**src/rtl/core/tghs_pkg.sv**
```systemverilog
// Package with shared types and constants for the terrain grid height sampler.
`timescale 1ns / 1ps
package tghs_pkg;

    localparam int MAX_WIDTH = 128;
    localparam int MAX_DEPTH = 128;
    localparam int X_W       = $clog2(MAX_WIDTH);
    localparam int Z_W       = $clog2(MAX_DEPTH);
    localparam int ADDR_W    = X_W + Z_W;
    localparam int CFG_IDX_W = 3;

    // Widths of the input and output tdata words.
    localparam int IN_DATA_W = 112;
    localparam int OUT_DATA_W = 32;

    typedef enum logic [1:0] {
        OP_WRITE  = 2'd0,
        OP_READ   = 2'd1,
        OP_SAMPLE = 2'd2
    } t_op;

    localparam logic [CFG_IDX_W-1:0] CFG_ORIGIN_X = 3'd0;
    localparam logic [CFG_IDX_W-1:0] CFG_ORIGIN_Z = 3'd1;
    localparam logic [CFG_IDX_W-1:0] CFG_ORIGIN_Y = 3'd2;
    localparam logic [CFG_IDX_W-1:0] CFG_INV_CELL = 3'd3;
    localparam logic [CFG_IDX_W-1:0] CFG_GRID_W   = 3'd4;
    localparam logic [CFG_IDX_W-1:0] CFG_GRID_D   = 3'd5;

    typedef enum logic [3:0] {
        ST_IDLE,
        ST_DECODE,
        ST_WR,
        ST_VRD,
        ST_VOUT,
        ST_MULX,
        ST_MULZ,
        ST_CHECK,
        ST_WGT,
        ST_RD,
        ST_MUL,
        ST_ACC,
        ST_FINAL,
        ST_DONE
    } t_state;

    typedef struct packed {
        logic       load_in;
        logic       mul_x;
        logic       mul_z;
        logic       check;
        logic       wgt;
        logic       rd_vertex;
        logic       rd_corner;
        logic [1:0] corner;
        logic       mul_corner;
        logic       acc;
        logic       wr_vertex;
        logic       res_write;
        logic       res_vread;
        logic       res_err;
        logic       res_final;
        logic       out_load;
    } t_dp_cmd;

    typedef struct packed {
        logic [1:0] op;
        logic       sample_ok;
    } t_dp_sts;

endpackage

```
**src/rtl/core/tghs_ctrl.sv**
```systemverilog
// Controller state machine that sequences the sampler datapath.
`timescale 1ns / 1ps
module tghs_ctrl (
    input  logic              i_clk,
    input  logic              i_rst_n,
    input  logic              s_axis_tvalid,
    output logic              s_axis_tready,
    output logic              m_axis_tvalid,
    input  logic              m_axis_tready,
    output tghs_pkg::t_dp_cmd o_cmd,
    input  tghs_pkg::t_dp_sts i_sts
);
    import tghs_pkg::*;

    t_state     r_state, n_state;
    logic [1:0] r_k, n_k;
    logic       r_out_valid, n_out_valid;

    always_ff @(posedge i_clk) begin
        if (!i_rst_n) begin
            r_state     <= ST_IDLE;
            r_k         <= 2'd0;
            r_out_valid <= 1'b0;
        end else begin
            r_state     <= n_state;
            r_k         <= n_k;
            r_out_valid <= n_out_valid;
        end
    end

    always_comb begin
        n_state       = r_state;
        n_k           = r_k;
        o_cmd         = '0;
        o_cmd.corner  = r_k;
        s_axis_tready = 1'b0;
        unique case (r_state)
            ST_IDLE: begin
                s_axis_tready = 1'b1;
                if (s_axis_tvalid) begin
                    o_cmd.load_in = 1'b1;
                    n_state       = ST_DECODE;
                end
            end
            ST_DECODE: begin
                unique case (i_sts.op)
                    OP_WRITE:  n_state = ST_WR;
                    OP_READ:   n_state = ST_VRD;
                    OP_SAMPLE: n_state = ST_MULX;
                    default: begin
                        o_cmd.res_err = 1'b1;
                        n_state       = ST_DONE;
                    end
                endcase
            end
            ST_WR: begin
                o_cmd.wr_vertex = 1'b1;
                o_cmd.res_write = 1'b1;
                n_state         = ST_DONE;
            end
            ST_VRD: begin
                o_cmd.rd_vertex = 1'b1;
                n_state         = ST_VOUT;
            end
            ST_VOUT: begin
                o_cmd.res_vread = 1'b1;
                n_state         = ST_DONE;
            end
            ST_MULX: begin
                o_cmd.mul_x = 1'b1;
                n_state     = ST_MULZ;
            end
            ST_MULZ: begin
                o_cmd.mul_z = 1'b1;
                n_state     = ST_CHECK;
            end
            ST_CHECK: begin
                o_cmd.check = 1'b1;
                n_state     = ST_WGT;
            end
            ST_WGT: begin
                if (i_sts.sample_ok) begin
                    o_cmd.wgt = 1'b1;
                    n_k       = 2'd0;
                    n_state   = ST_RD;
                end else begin
                    o_cmd.res_err = 1'b1;
                    n_state       = ST_DONE;
                end
            end
            ST_RD: begin
                o_cmd.rd_corner = 1'b1;
                n_state         = ST_MUL;
            end
            ST_MUL: begin
                o_cmd.mul_corner = 1'b1;
                n_state          = ST_ACC;
            end
            ST_ACC: begin
                o_cmd.acc = 1'b1;
                if (r_k == 2'd3) begin
                    n_state = ST_FINAL;
                end else begin
                    n_k     = r_k + 2'd1;
                    n_state = ST_RD;
                end
            end
            ST_FINAL: begin
                o_cmd.res_final = 1'b1;
                n_state         = ST_DONE;
            end
            ST_DONE: begin
                if (!r_out_valid || m_axis_tready) begin
                    o_cmd.out_load = 1'b1;
                    n_state        = ST_IDLE;
                end
            end
            default: n_state = ST_IDLE;
        endcase
        n_out_valid = (r_out_valid && !m_axis_tready) || o_cmd.out_load;
    end

    assign m_axis_tvalid = r_out_valid;

endmodule

```
**config.mk**
```make
export PLATFORM = sky130hd
export DESIGN_NAME = tghs_ctrl
export DESIGN_NICKNAME = d
export VERILOG_FILES = /design/src/rtl/core/tghs_pkg.sv /design/src/rtl/core/tghs_ctrl.sv
export SDC_FILE = /design/constraint.sdc
export NUM_CORES = 1
export LEC_CHECK = 0
export BUFFER_PORTS_ARGS = -buffer_cell sky130_fd_sc_hd__buf_2
export CAP_MARGIN = 20
export CORE_AREA = 2 2 39 41
export DETAILED_ROUTE_END_ITERATION = 16
export DIE_AREA = 0 0 41 43
export GPL_ROUTABILITY_DRIVEN = 0
export HOLD_SLACK_MARGIN = 0.15
export MAX_ROUTING_LAYER = met4
export PLACE_DENSITY = 0.83
export SYNTH_ARGS = -nofsm -noshare
export SYNTH_HDL_FRONTEND = slang
export SYNTH_SLANG_ARGS = --single-unit
```
**constraint.sdc**
```tcl
create_clock -name i_clk -period 1.4 [get_ports i_clk]
set_input_delay 0.07 -clock i_clk [delete_from_list [all_inputs] [get_ports i_clk]]
set_output_delay 0.07 -clock i_clk [all_outputs]
set_load 0.02 [all_outputs]
```
==> flow_metrics.tcl, run 1 <==
set metrics [dict create \
    syn_nets 88 \
    dpl_cell_area_um2 747 \
    clock-sinks 7 \
    ys_types 30 \
    grt_max_degree 11 \
    wl_per_cell_um 13.0 \
    syn_area_um2 567 \
    ys_ff_latch 7 \
    fill_cells 115 \
    antenna_left 0 \
    path_clk_slew_ps 60 \
    grt.total_usage_pct 20.9 \
    ir_drop_mv 0.854 \
    vias 718 \
    crit_chain "nor2_1 > a21oi_1 > nor3_1 > buf_4" \
    final_util_pct 62.7 \
    seq_power_share_pct 22.7 \
    drive_gt1_share_pct 46.1 \
    portBuffers 25 \
    crit_family "simple AND/OR/NAND/NOR gates" \
    boundaryPins 26 \
    slowest_delay_ps 360 \
    dp_slack_ps 96.5 \
    synth_edf_count 0 \
    whs_ps 179 \
    synth_most_common_cell "nor2_1" \
    internal_power_w 0.000808 \
    synth_flop_cell "dfxtp_1" \
    final.setup.worst_slack_ps 34.5 \
    path_max_fanout 6 \
    cp.arrival_ps 1300 \
    vias_per_cell 5.48 \
    yosysWarnings 0 \
    core_um2 1380 \
    cts_tree "done" \
    grt_pass1_wl_um 2430 \
    p_per_area_nw_per_um2 1780 \
    overflow 0 \
    yosys.area.top_type "dfxtp_1" \
    die_y_um 43 \
    route.detailed.drc 0 \
    avgSynthCellArea_um2 7.08 \
    m1WireLength_um 691 \
    netlist_instances 80 \
    drtIter0Drc 39 \
    worst_path_max_delay_cell "dfxtp_2" \
    first_pass_iters 4 \
    critPathBufInv 1 \
    dp_hpwl_um 1230 \
    first_global_vias 600 \
    combPwrFrac_pct 64.6 \
    synthTopCellsByArea "dfxtp_1 25%, nor2_1 9.9%, nor3_1 6.2%" \
    clk_latency_ps 260 \
    maxCapViolations 0 \
    placementRows 14 \
    hold_violations 0 \
    die_area_um2 1760 \
    wl_met2_um 831 \
    root_buffer "clkbuf_4" \
    h-tree-depth 1 \
    async_flop_share_pct 0 \
    maxSlewViolCount 0 \
    diodes 0 \
    synth_top_area_share_pct 24.7 \
    relSlewSlack_pct 83.1 \
    crit_required_ps 1330 \
    met3RoutedLength_um 128 \
    antenna_found_initial 0 \
    layout_worst_path_cycle_share_pct 97.5 \
    yosysSeqAreaShare_pct 24.7 \
    highest_layer "met4" \
    max_slew.worst_pin.slew_ps 251 \
    status "completed" \
    fin_area_um2 867 \
    critPathCaptureType "output port" \
    setup_viol_count_final 0 \
    nets 124 \
    cp-start-kind "register" \
    clockBufferDepth 2 \
    max_freq_mhz 732 \
    fin_crit_ps 1370 \
    synth_common_cells "15 x nor2_1, 7 x dfxtp_1, 7 x nor3_1" \
    die_w_um 41 \
    crit_type "reg2out" \
    hp-class "in2reg" \
    p_sw_w 0.000738 \
    grt_setup_unrepaired "true" \
    fin_skew_ps 1.82 \
    cts_buffers 3 \
    initial_core_util_pct 41.0 \
    p_clk_share_pct 12.6 \
    wirelength_um 1710 \
    swShare_pct 47.7 \
    syn2layout_area_growth_pct 53.0 \
    leakagePower_nw 0.414 \
]
==> worst paths after layout <==
check,startpoint,to,slack [ps],cells past startpoint
max reg2reg,r_k[0]$_SDFFE_PN0P_,r_state[2]$_SDFFE_PN0P_,90,5
max,r_state[0]$_SDFFE_PN0P_,o_cmd[2],30,4
min,s_axis_tvalid,r_state[0]$_SDFFE_PN0P_,180,3
min reg2reg,r_k[1]$_SDFFE_PN0P_,r_k[1]$_SDFFE_PN0P_,540,2
==> registers in the layout (all words and copies together), names as in the netlist <==
signal / count
r_state: 4
m_axis_tvalid: 1
r_k: 2
==> placed cells by master (no fill, tap or decap), drive strengths merged <==
master | Yosys | layout
buf | 6 | 35
nor2 | 15 | 15
nor3 | 8 | 8
dfxtp | 7 | 7
nand2 | 6 | 6
nand2b | 5 | 5
a21oi | 4 | 4
o21ai | 4 | 4
clkbuf | 0 | 4
inv | 3 | 3
nor2b | 2 | 2
o21a | 2 | 2
a31oi | 2 | 2
and3 | 2 | 2
nand3 | 2 | 2
and2 | 1 | 1
nand4b | 1 | 1
o221ai | 1 | 1
o21bai | 1 | 1
o22ai | 1 | 1
a32o | 1 | 1
xor2 | 1 | 1
a211oi | 1 | 1
o31a | 1 | 1
xnor2 | 1 | 1
mux2i | 1 | 1
ha | 1 | 1
dlygate4sd3 | 0 | 1
dlymetal6s4s | 0 | 1
==> power groups by stage <==
stage	Sequential, W	Combinational [W]	Clock [W]
global placement	0.000323	0.000835	0
floorplan	0.000284	0.000649	0
detailed placement	0.000324	0.000857	0
global route	0.000361	0.00107	0.000208
finish	0.000352	0.000999	0.000195
CTS	0.000332	0.000894	0.000200
==> layout make-up <==
type,count,area [um2],share of cell area [%]
multi-input cells,64,408,47.0
repair buffers,37,254,29.3
flip-flops and latches,7,148,17.0
clock buffers,4,26.3,3.03
well taps,16,20.0,2.31
inverters,3,11.3,1.30
==> stage by stage <==
stage	total power [W]	cells	TNS (ps)
after global routing	0.00164	131	-207
after global placement	0.00116	125	0
after CTS	0.00143	131	0
final	0.00155	131	0
after floorplan	0.000933	80	0
after detailed placement	0.00118	125	0
==> cell families (layout without fill, tap and decap cells) <==
logic type	count (synthesis)	after routing	share of synthesized area, %
and+or+nand+nor	42	42	37.7
AOI/OAI and AO/OA	18	18	20.5
buffers and inverters	9	44	9.93
DFF	7	7	24.7
xor gates and xnor gates	2	2	3.09
adders and majority gates	1	1	2.21
muxes	1	1	1.77
==> routing by layer <==
metal / vias up / global-route usage, %
met1: 328 / 25.6
met5: - / -
met4: 0 / 12.0
met2: 36 / 30.3
li1: 346 / -
met3: 8 / 4.71
==> timing repair <==
| action | in CTS | in global routing |
|---|---|---|
| endpoints found under the hold margin | 3 | 0 |
| hold buffers | 2 | 0 |
| gates resized for setup | 7 | 18 |
| buffers inserted | 0 | 1 |
| pin swaps | 1 | 3 |
| gates cloned | 0 | 0 |
| setup endpoints to repair | 8 | 13 |
==> worst register-to-register path, stage by stage, from the launching register on <==
cell and delay (ps):
dfxtp_1 330, ha_1 220, and3_1 180, a31oi_1 120
o21ai_0 90, a32o_1 250
(Power assumes the default switching activity.)
==> inputs of run 2 (changes only) <==
ABC_AREA = 1   (was default)
CELL_PAD_IN_SITES_DETAIL_PLACEMENT = 0   (was default)
CELL_PAD_IN_SITES_GLOBAL_PLACEMENT = 1   (was default)
CORE_AREA = default   (was 2 2 39 41)
CORE_UTILIZATION = 29   (was default)
DIE_AREA = default   (was 0 0 41 43)
PLACE_DENSITY = 0.85   (was 0.83)
==> flow_metrics.tcl, run 2 <==
set metrics [dict create \
    placementRows 15 \
    root_buffer "clkbuf_4" \
    async_flop_share_pct 0 \
    m1WireLength_um 726 \
    combPwrFrac_pct 61.4 \
    largest_reg_flops 4 \
    first_global_vias 615 \
    highest_layer "met4" \
    nets 139 \
    layout_worst_path_cycle_share_pct 99.9 \
    fin_skew_ps 0.883 \
    first_pass_iters 4 \
    hp-class "in2reg" \
    drive_gt1_share_pct 40.8 \
    multiInputGateArea_um2 369 \
    wl_per_cell_um 10.1 \
    hold_violations 0 \
    p_per_area_nw_per_um2 1660 \
    maxSlewViolCount 0 \
    grt_max_degree 8 \
    fill_cells 203 \
    path_common_cell "nand2_1" \
    leakagePower_nw 0.494 \
    avgSynthCellArea_um2 5.88 \
    ys_ff_latch 7 \
    synth_edf_count 0 \
    grt.total_usage_pct 17.1 \
    grt_setup_unrepaired "true" \
    worst_path_max_delay_cell "dfxtp_4" \
    antenna_found_initial 0 \
    r2r_slack_ps 210 \
    vias_per_cell 4.41 \
    path_clk_slew_ps 50 \
    crit_chain "nor2_2 > nand2_1 > nor2_2 > nand2_1 > nand2_1 > buf_4" \
    cts_tree "done" \
    synth_most_common_cell "inv_1" \
    cp.arrival_ps 1330 \
    syn_area_um2 588 \
    met3RoutedLength_um 114 \
    internal_power_w 0.000667 \
    swShare_pct 51.5 \
    place_inst 149 \
    die_area_um2 2210 \
    yosysWarnings 0 \
    die_y_um 47.0 \
    max_freq_mhz 715 \
    regArea_um2 150 \
    post_cts_buffers 0 \
    portBuffers 25 \
    slowest_delay_ps 360 \
    dp_slack_ps 140 \
    status "completed" \
    syn2layout_area_growth_pct 40.6 \
    p_sw_w 0.000708 \
    p_clk_share_pct 13.5 \
    layout_commonest_cell "inv_1" \
    clk_latency_ps 250 \
    crit_required_ps 1330 \
    seq_power_share_pct 25.1 \
    critPathCaptureType "output port" \
    h-tree-depth 1 \
    netlist_instances 100 \
    clockBufferDepth 2 \
    synth_flop_cell "dfxtp_1" \
    synth_common_cells "23 x inv_1, 22 x nand2_1, 14 x nor2_1" \
    final.setup.worst_slack_ps 1.03 \
    yosysSeqAreaShare_pct 23.8 \
    crit_type "reg2out" \
    antenna_left 0 \
    whs_ps 161 \
    dp_hpwl_um 1250 \
    max_slew.worst_pin.slew_ps 193 \
    overflow 0 \
    top_register "r_state" \
    setup_viol_count_final 0 \
    fin_cells 155 \
    cp-start-kind "register" \
    cts_buffers 3 \
    drtIter0Drc 20 \
    relSlewSlack_pct 87.1 \
    core_um2 1820 \
    die_w_um 47.0 \
    fin_crit_ps 1400 \
    path_max_fanout 4 \
    boundaryPins 26 \
    vias 684 \
    ir_drop_mv 0.839 \
    maxCapViolations 0 \
    clock-sinks 7 \
    yosys.area.top_type "dfxtp_1" \
    wirelength_um 1570 \
    initial_core_util_pct 32.3 \
    diodes 0 \
    setup_tns_ps 0 \
    grt_pass1_wl_um 2550 \
    route.detailed.drc 0 \
    wl_met2_um 704 \
    syn_nets 108 \
    final_cell_mix "23 x inv_1, 22 x buf_2, 21 x nand2_1, 12 x nor2_1, 7 x nor2_2" \
    ys_types 21 \
    synthTopCellsByArea "dfxtp_1 24%, inv_1 15%, nand2_1 14%" \
    synth_top_area_share_pct 23.8 \
]
==> run 2: changes by cell type after synthesis, sizes merged, moves of 2 or more <==
cell    previous run  this run
nand2              6        23
nand3              2         5
nor2              15        22
o21a               2         0
and3               2         0
a21oi              4         6
inv                3        26
nor3               8         1
nand2b             5         0
nor2b              2         0
buf                6         1
==> run 2: layer usage <==
layer  track usage (%)  vias up
met2              26.1       30
met1              22.7      286
li1                  -      363
met5                 -        -
met4              5.14        0
met3              3.46        5
==> run 2: layout make-up <==
cell class / count / share of cell area (%)
Multi-Input combinational cell: 66 / 44.6
Sequential cell: 7 / 18.2
Tap cell: 25 / 3.78
Clock buffer: 4 / 3.18
Inverter: 26 / 11.8
Timing Repair Buffer: 27 / 18.5
==> run 2: final timing paths <==
path / end / from / cells after the start
min: r_state[3]$_SDFFE_PN0P_ / i_sts[1] / 5
max: o_cmd[2] / r_state[3]$_SDFFE_PN0P_ / 6
min reg2reg: r_k[1]$_SDFFE_PN0P_ / r_k[1]$_SDFFE_PN0P_ / 2
max reg2reg: r_state[0]$_SDFFE_PN0P_ / r_state[3]$_SDFFE_PN0P_ / 8
==> run 2: metrics by stage <==
step	utilization [%]	cell area, um2	total power (W)
2_1_floorplan	-	588	0.000908
3_3_place_gp	40.5	737	0.00109
3_5_place_dp	40.5	737	0.00110
4_1_cts	43.4	790	0.00131
5_1_grt	45.4	827	0.00150
6_report	45.4	827	0.00138
==> run 2: power by group through the flow <==
| stage | Sequential (W) | Clock, W | Combinational, W |
|---|---|---|---|
| 5_1_grt | 0.000355 | 0.000204 | 0.000940 |
| 2_1_floorplan | 0.000307 | 0 | 0.000601 |
| 3_3_place_gp | 0.000314 | 0 | 0.000778 |
| 4_1_cts | 0.000321 | 0.000190 | 0.000801 |
| 3_5_place_dp | 0.000314 | 0 | 0.000785 |
| 6_report | 0.000345 | 0.000186 | 0.000844 |
==> run 2: logic make-up after synthesis <==
kind of cell	after synthesis	synth area share, %
and+or+nand+nor	53	44.7
buffers and inverters	27	17.9
AOI/OAI and AO/OA	12	11.5
DFF	7	23.8
adders and majority gates	1	2.13
==> run 2: repair_timing <==
| action | 4_1_cts | 5_1_grt |
|---|---|---|
| pin swaps | 0 | 2 |
| cloned | 0 | 0 |
| hold buffers | 2 | 0 |
| endpoints found under the setup margin | 2 | 6 |
| resized for setup | 4 | 12 |
| endpoints found under the hold margin | 4 | 0 |
==> run 2: critical path: cells and delay by family (launching register included) <==
family,cells,cell delay [ps]
DFF,1,360
and+or+nand+nor,5,580
buffers and inverters,1,130
==> inputs of run 3 (changes only) <==
CELL_PAD_IN_SITES_DETAIL_PLACEMENT = default   (was 0)
CELL_PAD_IN_SITES_GLOBAL_PLACEMENT = default   (was 1)
CORE_UTILIZATION = 45   (was 29)
PLACE_DENSITY = 0.86   (was 0.85)
==> flow_metrics.tcl, run 3 (synthesized netlist as in run 2, its figures left out) <==
set metrics [dict create \
    die_w_um 38.2 \
    leakagePower_nw 0.517 \
    path_max_fanout 5 \
    clockBufferDepth 2 \
    cts_tree "done" \
    wirelength_um 1670 \
    drive_gt1_share_pct 44.0 \
    final_cell_mix "23 x buf_2, 22 x inv_1, 20 x nand2_1, 11 x nor2_1, 7 x nor2_2" \
    hold_depth 5 \
    max_slew.worst_pin.slew_ps 203 \
    drtIter0Drc 30 \
    p_per_area_nw_per_um2 1700 \
    setup_viol_count_final 0 \
    crit_type "reg2out" \
    dpl_cell_area_um2 723 \
    die_y_um 38.2 \
    fin_cells 148 \
    dp_hpwl_um 1150 \
    fin_area_um2 851 \
    route.detailed.drc 0 \
    initial_core_util_pct 50.9 \
    nets 143 \
    grt_pass1_wl_um 2320 \
    cts_buffers 3 \
    core_um2 1160 \
    hold_violations 0 \
    setup_tns_ps 0 \
    hp-class "in2reg" \
    layout_commonest_cell "buf_2" \
    syn2layout_area_growth_pct 44.7 \
    power_w 0.00145 \
    first_pass_iters 5 \
    multiInputGateArea_um2 375 \
    grt_max_degree 8 \
    root_buffer "clkbuf_4" \
    vias_per_cell 5.02 \
    placementRows 12 \
    portBuffers 25 \
    maxSlewViolCount 0 \
    place_inst 138 \
    die_area_um2 1460 \
    first_global_vias 616 \
    fill_cells 90 \
    antenna_found_initial 0 \
    final_util_pct 73.6 \
    clk_latency_ps 250 \
    cp-start-kind "register" \
    wl_per_cell_um 11.3 \
    top_register "r_state" \
    diodes 0 \
    clock-sinks 7 \
    layout_worst_path_cycle_share_pct 99.7 \
    cp.arrival_ps 1330 \
    path_clk_slew_ps 50 \
    vias 743 \
    fin_crit_ps 1400 \
    reg2reg_depth 9 \
    antenna_left 0 \
    relSlewSlack_pct 86.5 \
    fin_skew_ps 11.3 \
    grt.total_usage_pct 22.9 \
    maxCapViolations 0 \
    max_freq_mhz 717 \
    boundaryPins 26 \
    crit_required_ps 1330 \
    h-tree-depth 1 \
    regArea_um2 150 \
    overflow 0 \
    largest_reg_flops 4 \
    status "completed" \
    critPathCaptureType "output port" \
    ir_drop_mv 1.06 \
]
==> run 3: final timing paths <==
kind	start	slack, ps	to
max	r_state[0]$_SDFFE_PN0P_	4	o_cmd[2]
min	s_axis_tvalid	210	r_state[0]$_SDFFE_PN0P_
max reg2reg	r_state[1]$_SDFFE_PN0P_	100	r_state[0]$_SDFFE_PN0P_
min reg2reg	r_k[1]$_SDFFE_PN0P_	460	r_k[1]$_SDFFE_PN0P_
==> run 3: repair_timing <==
item / in CTS / in global routing
buffers inserted: 0 / 4
setup endpoints to repair: 3 / 4
hold buffers: 2 / 0
hold endpoints to repair: 4 / 0
pin swaps: 0 / 5
resized for setup: 4 / 15
==> run 3: power breakdown <==
part / total, W / switching (W) / internal, W
logic: 0.000898 / 0.000559 / 0.000339
clock network: 0.000185 / 0.0000765 / 0.000109
registers: 0.000361 / 0.0000993 / 0.000262
total: 0.00145 / 0.000735 / 0.000710
==> run 3: metrics by stage <==
stage	setup slack (ps)	hold slack, ps
final	4.33	207
after detailed placement	162	312
after global routing	-70.3	247
after CTS	4.50	160
after global placement	179	308
after floorplan	202	168
==> run 3: layer usage <==
metal | global-route usage (%) | up-vias | part of all wire [%]
li1 | - | 367 | -
met1 | 28.0 | 334 | 41
met2 | 39.4 | 42 | 51
met3 | 3.49 | 0 | 7.8
met4 | 5.36 | 0 | 0
met5 | - | - | 0
==> run 3: critical path: stages (launching register included) <==
cell     delay, ps
dfxtp_4        390
inv_2           60
nor2_4         120
nand2_2         80
nor2_2         140
nand2_1         90
nand2_1         90
buf_6          110
==> run 3: layout make-up <==
cell class                 count  area share, %
multi-input combinational     66           44.1
tap                           14           2.06
inverter                      26           11.5
timing repair buffer          31           21.6
clock buffer                   4           3.09
sequential                     7           17.6
